[src/sv/p2g_pkg.sv]
// ----------------------------------------------------------------------------
// p2g_pkg: shared types and constants for the pixel to gray converter
// Holds the format codes, the internal operation type, the luma weights and
// the reciprocal constants used to divide by 100 and by 12.
// ----------------------------------------------------------------------------
package p2g_pkg;

    // Gray table size and address width
    localparam int TABLE_ENTRIES = 256;
    localparam int TBL_AW        = $clog2(TABLE_ENTRIES);

    // Configured pixel format codes
    localparam logic [2:0] FMT_MONO  = 3'd0;
    localparam logic [2:0] FMT_PAL   = 3'd1;
    localparam logic [2:0] FMT_555   = 3'd2;
    localparam logic [2:0] FMT_RGB   = 3'd3;
    localparam logic [2:0] FMT_ALPHA = 3'd4;

    // Request kind code on tuser
    localparam logic ACT_LOAD    = 1'b0;
    localparam logic ACT_CONVERT = 1'b1;

    // Luma weights for 24-bit and palette loads, and for RGB555
    localparam int W_B    = 11;
    localparam int W_G    = 59;
    localparam int W_R    = 30;
    localparam int W5_B   = 11;
    localparam int W5_G   = 58;
    localparam int W5_R   = 30;

    // Divide by 100: floor(x * 5243 / 2^19), exact for x below 43690
    localparam logic [12:0] RECIP_100  = 13'd5243;
    localparam int          SHIFT_100  = 19;
    // Divide by 12: floor(x * 2731 / 2^15), exact for x below 8192
    localparam logic [12:0] RECIP_12   = 13'd2731;
    localparam int          SHIFT_12   = 15;

    localparam logic [7:0] GRAY_MAX   = 8'd255;
    localparam logic [3:0] MONO_MAX   = 4'd8;

    // Operation decoded from the request and the configured format
    typedef enum logic [2:0] {
        OP_LOAD,
        OP_MONO,
        OP_PAL,
        OP_555,
        OP_RGB,
        OP_ALPHA,
        OP_NONE
    } t_op;

    // Control and payload carried down the pipeline with each request
    typedef struct packed {
        t_op        op;
        logic [7:0] slot;
        logic [7:0] pix;
        logic [3:0] nbits;
        logic       in_range;
    } t_item;

endpackage

[src/sv/pixel_to_gray_converter_core.sv]
// A request moves through stages A, B and C into the output register D to give its first result.
// Throughput: one request per cycle unless stalled; a mono byte yields a beat per pixel.
// The output register is the only multi-beat stage, so mono bytes set the sustained rate.
// Reset: synchronous, active low; clears all valid bits and sets the format to 8-bit palette.
// The gray table is not cleared; its entries are undefined until loaded.
// ----------------------------------------------------------------------------
// pixel_to_gray_converter_core
// Four-stage pipeline: weight products, weighted sum, reciprocal multiply,
// then table write/read and the output register with mono bit expansion.
// ----------------------------------------------------------------------------
module pixel_to_gray_converter_core (
    input  logic        i_clk,
    input  logic        i_rst_n,
    // configuration
    input  logic        i_cfg_we,
    input  logic [2:0]  i_cfg_wdata,    // pixel_format
    // request stream
    input  logic        s_axis_tvalid,
    output logic        s_axis_tready,
    // [7:0] palette_slot, [15:8] byte0, [23:16] byte1, [31:24] byte2,
    // [39:32] byte3, [43:40] valid_bits, [47:44] zero
    input  logic [47:0] s_axis_tdata,
    input  logic        s_axis_tuser,   // action
    // result stream
    output logic        m_axis_tvalid,
    input  logic        m_axis_tready,
    output logic [7:0]  m_axis_tdata,   // [7:0] gray
    output logic        m_axis_tlast    // last
);
    import p2g_pkg::*;

    // Configuration register
    logic [2:0] r_format;

    // Stage registers
    logic        r_a_valid, r_b_valid, r_c_valid, r_d_valid;
    t_item       r_a_item, r_b_item, r_c_item;
    t_item       n_a_item;
    logic [13:0] r_a_p0, r_a_p1, r_a_p2;
    logic [13:0] n_a_p0, n_a_p1, n_a_p2;
    logic [14:0] r_b_sum;
    logic [27:0] r_c_prod;

    // Output stage
    t_op         r_d_op;
    logic [7:0]  r_d_gray;
    logic [7:0]  r_d_bits;
    logic [3:0]  r_d_cnt;
    logic        r_d_in_range;
    logic [7:0]  r_d_blk, r_d_wht;
    logic [7:0]  r_mem_q;

    // Gray table and copies of entries 0 and 1 for mono pixels
    logic [7:0]  r_gray_mem [TABLE_ENTRIES];
    logic [7:0]  r_ent0, r_ent1;

    // Handshake between stages
    logic        d_last_beat, d_free, c_ready, b_ready, a_ready, c_move;
    logic        c_emit, c_write;
    logic [7:0]  c_quot;
    logic [12:0] b_recip;

    // Hold the pixel format
    always_ff @(posedge i_clk) begin
        if (!i_rst_n) begin
            r_format <= FMT_PAL;
        end else if (i_cfg_we) begin
            r_format <= i_cfg_wdata;
        end
    end

    // Pipeline flow control
    assign d_last_beat   = (r_d_op != OP_MONO) || (r_d_cnt == 4'd1);
    assign d_free        = !r_d_valid || (m_axis_tready && d_last_beat);
    assign c_ready       = !r_c_valid || d_free;
    assign b_ready       = !r_b_valid || c_ready;
    assign a_ready       = !r_a_valid || b_ready;
    assign s_axis_tready = a_ready;
    assign c_move        = r_c_valid && d_free;

    // Decode the request and form the weighted terms
    always_comb begin
        logic [7:0] b0, b1, b2, b3;
        logic [4:0] c0, c1, c2;
        b0 = s_axis_tdata[15:8];
        b1 = s_axis_tdata[23:16];
        b2 = s_axis_tdata[31:24];
        b3 = s_axis_tdata[39:32];
        c0 = b0[4:0];
        c1 = {b1[1:0], b0[7:5]};
        c2 = b1[6:2];

        n_a_item.slot  = s_axis_tdata[7:0];
        n_a_item.nbits = (s_axis_tdata[43:40] > MONO_MAX) ? MONO_MAX : s_axis_tdata[43:40];
        n_a_item.pix   = b0;
        n_a_item.in_range = ({1'b0, b0} < 9'(TABLE_ENTRIES));

        if (s_axis_tuser == ACT_LOAD) begin
            n_a_item.op = OP_LOAD;
            n_a_item.in_range = ({1'b0, s_axis_tdata[7:0]} < 9'(TABLE_ENTRIES));
        end else begin
            unique case (r_format)
                FMT_MONO:  n_a_item.op = OP_MONO;
                FMT_PAL:   n_a_item.op = OP_PAL;
                FMT_555:   n_a_item.op = OP_555;
                FMT_RGB:   n_a_item.op = OP_RGB;
                FMT_ALPHA: n_a_item.op = OP_ALPHA;
                default:   n_a_item.op = OP_NONE;
            endcase
        end
        if (n_a_item.op == OP_ALPHA) begin
            n_a_item.pix = GRAY_MAX - b3;
        end

        if (n_a_item.op == OP_555) begin
            n_a_p0 = 14'(W5_B * int'(c0));
            n_a_p1 = 14'(W5_G * int'(c1));
            n_a_p2 = 14'(W5_R * int'(c2));
        end else begin
            n_a_p0 = 14'(W_B * int'(b0));
            n_a_p1 = 14'(W_G * int'(b1));
            n_a_p2 = 14'(W_R * int'(b2));
        end
    end

    // Pick the reciprocal for the divider
    assign b_recip = (r_b_item.op == OP_555) ? RECIP_12 : RECIP_100;

    // Quotient from the reciprocal product
    assign c_quot = (r_c_item.op == OP_555) ? 8'(r_c_prod >> SHIFT_12)
                                            : 8'(r_c_prod >> SHIFT_100);

    // Items that produce results enter the output stage; loads write the table
    assign c_emit  = (r_c_item.op == OP_PAL) || (r_c_item.op == OP_555) ||
                     (r_c_item.op == OP_RGB) || (r_c_item.op == OP_ALPHA) ||
                     ((r_c_item.op == OP_MONO) && (r_c_item.nbits != 4'd0));
    assign c_write = c_move && (r_c_item.op == OP_LOAD) && r_c_item.in_range;

    // Advance the arithmetic stages
    always_ff @(posedge i_clk) begin
        if (!i_rst_n) begin
            r_a_valid <= 1'b0;
            r_b_valid <= 1'b0;
            r_c_valid <= 1'b0;
        end else begin
            if (a_ready) begin
                r_a_valid <= s_axis_tvalid;
            end
            if (b_ready) begin
                r_b_valid <= r_a_valid;
            end
            if (c_ready) begin
                r_c_valid <= r_b_valid;
            end
        end
    end

    // Stage payloads
    always_ff @(posedge i_clk) begin
        if (a_ready) begin
            r_a_item <= n_a_item;
            r_a_p0   <= n_a_p0;
            r_a_p1   <= n_a_p1;
            r_a_p2   <= n_a_p2;
        end
        if (b_ready) begin
            r_b_item <= r_a_item;
            r_b_sum  <= {1'b0, r_a_p0} + {1'b0, r_a_p1} + {1'b0, r_a_p2};
        end
        if (c_ready) begin
            r_c_item <= r_b_item;
            r_c_prod <= 28'(r_b_sum) * 28'(b_recip);
        end
    end

    // Write the gray table and keep entries 0 and 1 at hand
    always_ff @(posedge i_clk) begin
        if (c_write) begin
            r_gray_mem[r_c_item.slot[TBL_AW-1:0]] <= c_quot;
            if (r_c_item.slot == 8'd0) begin
                r_ent0 <= c_quot;
            end
            if (r_c_item.slot == 8'd1) begin
                r_ent1 <= c_quot;
            end
        end
    end

    // Read the palette entry as the item enters the output stage
    always_ff @(posedge i_clk) begin
        if (c_move) begin
            r_mem_q <= r_gray_mem[r_c_item.pix[TBL_AW-1:0]];
        end
    end

    // Output register: load a new result or step through mono bits
    always_ff @(posedge i_clk) begin
        if (!i_rst_n) begin
            r_d_valid <= 1'b0;
        end else if (d_free) begin
            r_d_valid <= r_c_valid && c_emit;
        end
    end

    always_ff @(posedge i_clk) begin
        if (d_free) begin
            r_d_op       <= r_c_item.op;
            r_d_gray     <= (r_c_item.op == OP_ALPHA) ? r_c_item.pix : c_quot;
            r_d_bits     <= r_c_item.pix;
            r_d_cnt      <= r_c_item.nbits;
            r_d_in_range <= r_c_item.in_range;
            r_d_blk      <= r_ent0;
            r_d_wht      <= r_ent1;
        end else if (r_d_valid && m_axis_tready) begin
            r_d_bits <= {r_d_bits[6:0], 1'b0};
            r_d_cnt  <= r_d_cnt - 4'd1;
        end
    end

    // Drive the result
    always_comb begin
        unique case (r_d_op)
            OP_MONO: m_axis_tdata = r_d_bits[7] ? r_d_wht : r_d_blk;
            OP_PAL:  m_axis_tdata = r_d_in_range ? r_mem_q : 8'd0;
            default: m_axis_tdata = r_d_gray;
        endcase
    end

    assign m_axis_tvalid = r_d_valid;
    assign m_axis_tlast  = d_last_beat;

`ifndef SYNTHESIS
    // A mono result in the output stage always has pixels left
    a_mono_count: assert property (@(posedge i_clk) disable iff (!i_rst_n)
        (r_d_valid && (r_d_op == OP_MONO)) |-> (r_d_cnt != 4'd0))
        else $error("mono result with zero pixel count");

    // A non-last mono beat taken leaves the stage valid with one pixel fewer
    a_mono_step: assert property (@(posedge i_clk) disable iff (!i_rst_n)
        (m_axis_tvalid && m_axis_tready && !m_axis_tlast) |=>
        (r_d_valid && (r_d_cnt == $past(r_d_cnt) - 4'd1)))
        else $error("mono beat did not advance");

    // Back-pressure only when the entry stage holds a request
    a_ready_cause: assert property (@(posedge i_clk) disable iff (!i_rst_n)
        !s_axis_tready |-> r_a_valid)
        else $error("request stalled with empty entry stage");
`endif

endmodule

[config.mk]
export PLATFORM = sky130hd
export DESIGN_NAME = pixel_to_gray_converter_core
export DESIGN_NICKNAME = d
export VERILOG_FILES = /design/src/sv/p2g_pkg.sv /design/src/sv/pixel_to_gray_converter_core.sv
export SDC_FILE = /design/constraint.sdc
export NUM_CORES = 2
export LEC_CHECK = 0
export CAP_MARGIN = 25
export CORE_ASPECT_RATIO = 2
export CORE_MARGIN = 4
export CORE_UTILIZATION = 51
export CTS_BUF_LIST = sky130_fd_sc_hd__clkbuf_8
export CTS_CLUSTER_DIAMETER = 80
export DETAILED_ROUTE_END_ITERATION = 10
export DONT_BUFFER_PORTS = 1
export PLACE_DENSITY = 0.66
export SYNTH_ARGS = -nofsm -noshare
export SYNTH_HDL_FRONTEND = slang
export SYNTH_SLANG_ARGS = --single-unit
[constraint.sdc]
create_clock -name i_clk -period 7.1 [get_ports i_clk]
set_input_delay 1.42 -clock i_clk [delete_from_list [all_inputs] [get_ports i_clk]]
set_output_delay 1.42 -clock i_clk [all_outputs]
set_load 0.03 [all_outputs]
==> flow_summary.ini <==
[setup_path]
rr_worst_depth = 23
crit_cells = 23
rr_startpoint = r_b_item[22]$_DFFE_PP_
r2r_slack_ns = 0.97
endpoint = r_c_prod[25]$_DFFE_PP_
cp.buffers_inverters = 5
slowest_delay_ns = 0.55
path_cells = nand2_1 -> or2_2 -> nand2_1 -> xnor2_1 -> ha_1 -> inv_1 -> fa_1 -> fa_1 -> inv_1 -> fa_1 -> inv_1 -> fa_1 -> inv_1 -> ha_1 -> a21oi_1 -> o221ai_1 -> a211oi_1 -> buf_4 -> o31ai_1 -> and2_1 -> a311oi_1 -> o21bai_1 -> xor2_1
reg2reg_to = r_c_prod[25]$_DFFE_PP_
critPathArrivalTime_ns = 6.76
crit_fanout = 28
slowest_stage = fa_1
endpoint_kind = flip-flop
worst_setup_path_start_kind = flip-flop
setup.worst_path.class = reg2reg
cp_top_family = adder cells
crit_start = r_b_item[22]$_DFFE_PP_
cp_data_required_time_ns = 7.73

[sta]
setup_viol = 0
period_needed_ns = 6.13
finClkSkew_ns = 0.0706
tightest_slew_ns = 1.11
fmax_ghz = 0.163
post-route-period-util_pct = 86.3
hold_viol = 0
rsz0062_at_grt = false
slew_headroom_pct = 25.7
slew_violations = 0
setup-tns-final_ns = 0

[cells_and_area]
final_common_cell = edfxtp_1
fin_util_pct = 56.0
drive_above_1_share_pct = 23.1
mostFrequentLayoutCells = edfxtp_1, mux4_2, inv_1, nor2_1, clkbuf_8
syn_to_final_growth_pct = 9.37
fin_nets = 5283

[routing]
num_vias = 44865
drt-initial-drc-count = 3970
drtAntennaViolNets = 0
dr.pass1.iters = 5
wirelength_um = 222000
drc = 0
vias_per_cell = 6.01
wl_per_cell_um = 29.7

[yosys]
yosysSeqAreaShare_pct = 71.1
syn-instance-count = 4687
synth_xor_xnor_area_share_pct = 0.696
synth-simple-area-share_pct = 2.40
yosysWarnings = 0
avgSynthCellArea_um2 = 20.1
synth_ff_type = edfxtp_1
synth_compound_area_share_pct = 1.87
synth-edff-count = 2229
syn-cell-area_um2 = 94300
async_flop_share_pct = 0
synth.mux.area_fraction_pct = 15.7
synthDistinctLibCells = 47
ys_ff_latch = 2236
synth.net_count = 5109
synth_top_family_by_area = multiplexers
synthAdderAreaFrac_pct = 6.03

[clocking]
clock_path_buffers = 4
clockRootBuffer = clkbuf_8
htree_levels = 5
clk_latency_ns = 0.95
post-cts-setup-buffer-count = 0
cts.sinks = 2236
clk_pin_slew_ns = 0.06
post_cts_resized = 0
cts_tree = yes
cts_buffers = 306
hold_buffers = 0

[global_routing]
grt.busiest_layer = met2
grt_pass1_vias = 47870
antenna_found_initial = 17
gr-total-overflow = 0
use_met2_pct = 43.0
met1_usage_pct = 26.6
grt_pass1_wl_um = 326000
grt_use_total_pct = 23.3
grt_max_degree = 163
use_met3_pct = 3.82

[flow_run]
cap_violations = 0

[die]
die_w_um = 312
start_util_pct = 51.2
die-area_um2 = 192000
io_pins = 68
placementRows = 223
die_y_um = 616
coreArea_um2 = 184000

[power]
p_leak_nw = 34.6
powerDensity_nw_per_um2 = 422
peakVddDrop_uv = 1310

[placed_design]
place_congestion = 0.826
hpwl_um = 146000
port_buffers = 0

[status]
outcome = complete, no violations

[worst_hold_path]
min_path_type = reg2reg
==> layer usage <==
| layer | vias to the layer above | routed length, um | part of all wire, % |
|---|---|---|---|
| met2 | 1508 | 123000 | 56 |
| met5 | - | 115 | 0.052 |
| met4 | 12 | 11000 | 4.9 |
| li1 | 19055 | - | - |
| met3 | 435 | 12900 | 5.8 |
| met1 | 23855 | 74600 | 34 |
==> cells in the mapped netlist (25+ instances only) <==
| cell type | count | area, um^2 |
|---|---|---|
| edfxtp_1 | 2229 | 66900 |
| xnor2_1 | 50 | 438 |
| nand2_1 | 109 | 409 |
| buf_1 | 28 | 105 |
| nor2_1 | 353 | 1330 |
| ha_1 | 216 | 2700 |
| buf_2 | 45 | 225 |
| mux4_2 | 640 | 14400 |
| fa_1 | 149 | 2980 |
| o21ai_0 | 34 | 170 |
| xor2_1 | 25 | 219 |
| a21oi_1 | 88 | 440 |
| nor2b_1 | 28 | 175 |
| inv_1 | 286 | 1070 |
| a22oi_1 | 40 | 300 |
| clkbuf_1 | 138 | 518 |
==> worst min path at each step <==
stage	start	end	slack, ns	cells past startpoint
6_report	r_b_item[12]$_DFFE_PP_	r_c_item[12]$_DFFE_PP_	0.37	0
5_1_grt	r_b_item[12]$_DFFE_PP_	r_c_item[12]$_DFFE_PP_	0.37	0
4_1_cts	r_b_item[12]$_DFFE_PP_	r_c_item[12]$_DFFE_PP_	0.39	0
3_5_place_dp	r_b_item[4]$_DFFE_PP_	r_c_item[4]$_DFFE_PP_	0.40	0
3_3_place_gp	r_b_item[8]$_DFFE_PP_	r_c_item[8]$_DFFE_PP_	0.40	0
2_1_floorplan	r_a_item[10]$_DFFE_PP_	r_b_item[10]$_DFFE_PP_	0.40	0
==> stage by stage <==
step	hold slack, ns	total power [mW]	instance area [um^2]	cells	worst slack [ns]
final	0.372	43.6	103000	7467	0.970
after global routing	0.374	46.9	103000	7460	0.531
after CTS	0.386	44.3	103000	7455	0.905
after detailed placement	0.405	34.9	97400	6912	0.940
after global placement	0.403	34.6	97200	6903	0.951
after floorplan	0.400	29.6	94300	4687	1.30
==> state kept, by name, summed over array words and instances, names as in the netlist, 4 cells and up <==
signal and flops:
r_d_bits 8, r_a_p0 12, r_a_item 23, r_ent1 7, r_c_item 23, r_a_p1 14, r_ent0 7, r_c_prod 12
r_d_wht 8, r_a_p2 12, r_gray_mem 2034, r_d_gray 8, r_b_item 23, r_mem_q 8, r_b_sum 15, r_d_cnt 4
r_d_blk 8
==> cell families after synthesis <==
logic type | Yosys count
xor gates and xnor gates | 75
buffers and inverters | 513
other | 1
DFF | 2236
and+or+nand+nor | 553
adders and majority gates | 365
muxes | 675
AOI/OAI and AO/OA | 269
==> power breakdown <==
part,internal (mW),leakage (nW),switching [mW]
clock network,4.60,3.22,4.75
registers,17.3,20.6,0.242
logic,6.54,10.7,10.2
==> final cells by class <==
type,instances,area (um^2)
sequential,2236,67100
inverter,286,1070
fill,13837,81000
multi-input combinational,1938,25400
timing repair buffer,93,1010
antenna,9,22.5
tap,2362,2960
clock inverter,227,1310
clock buffer,316,4350
No activity file was read; power rests on OpenSTA's default activity.
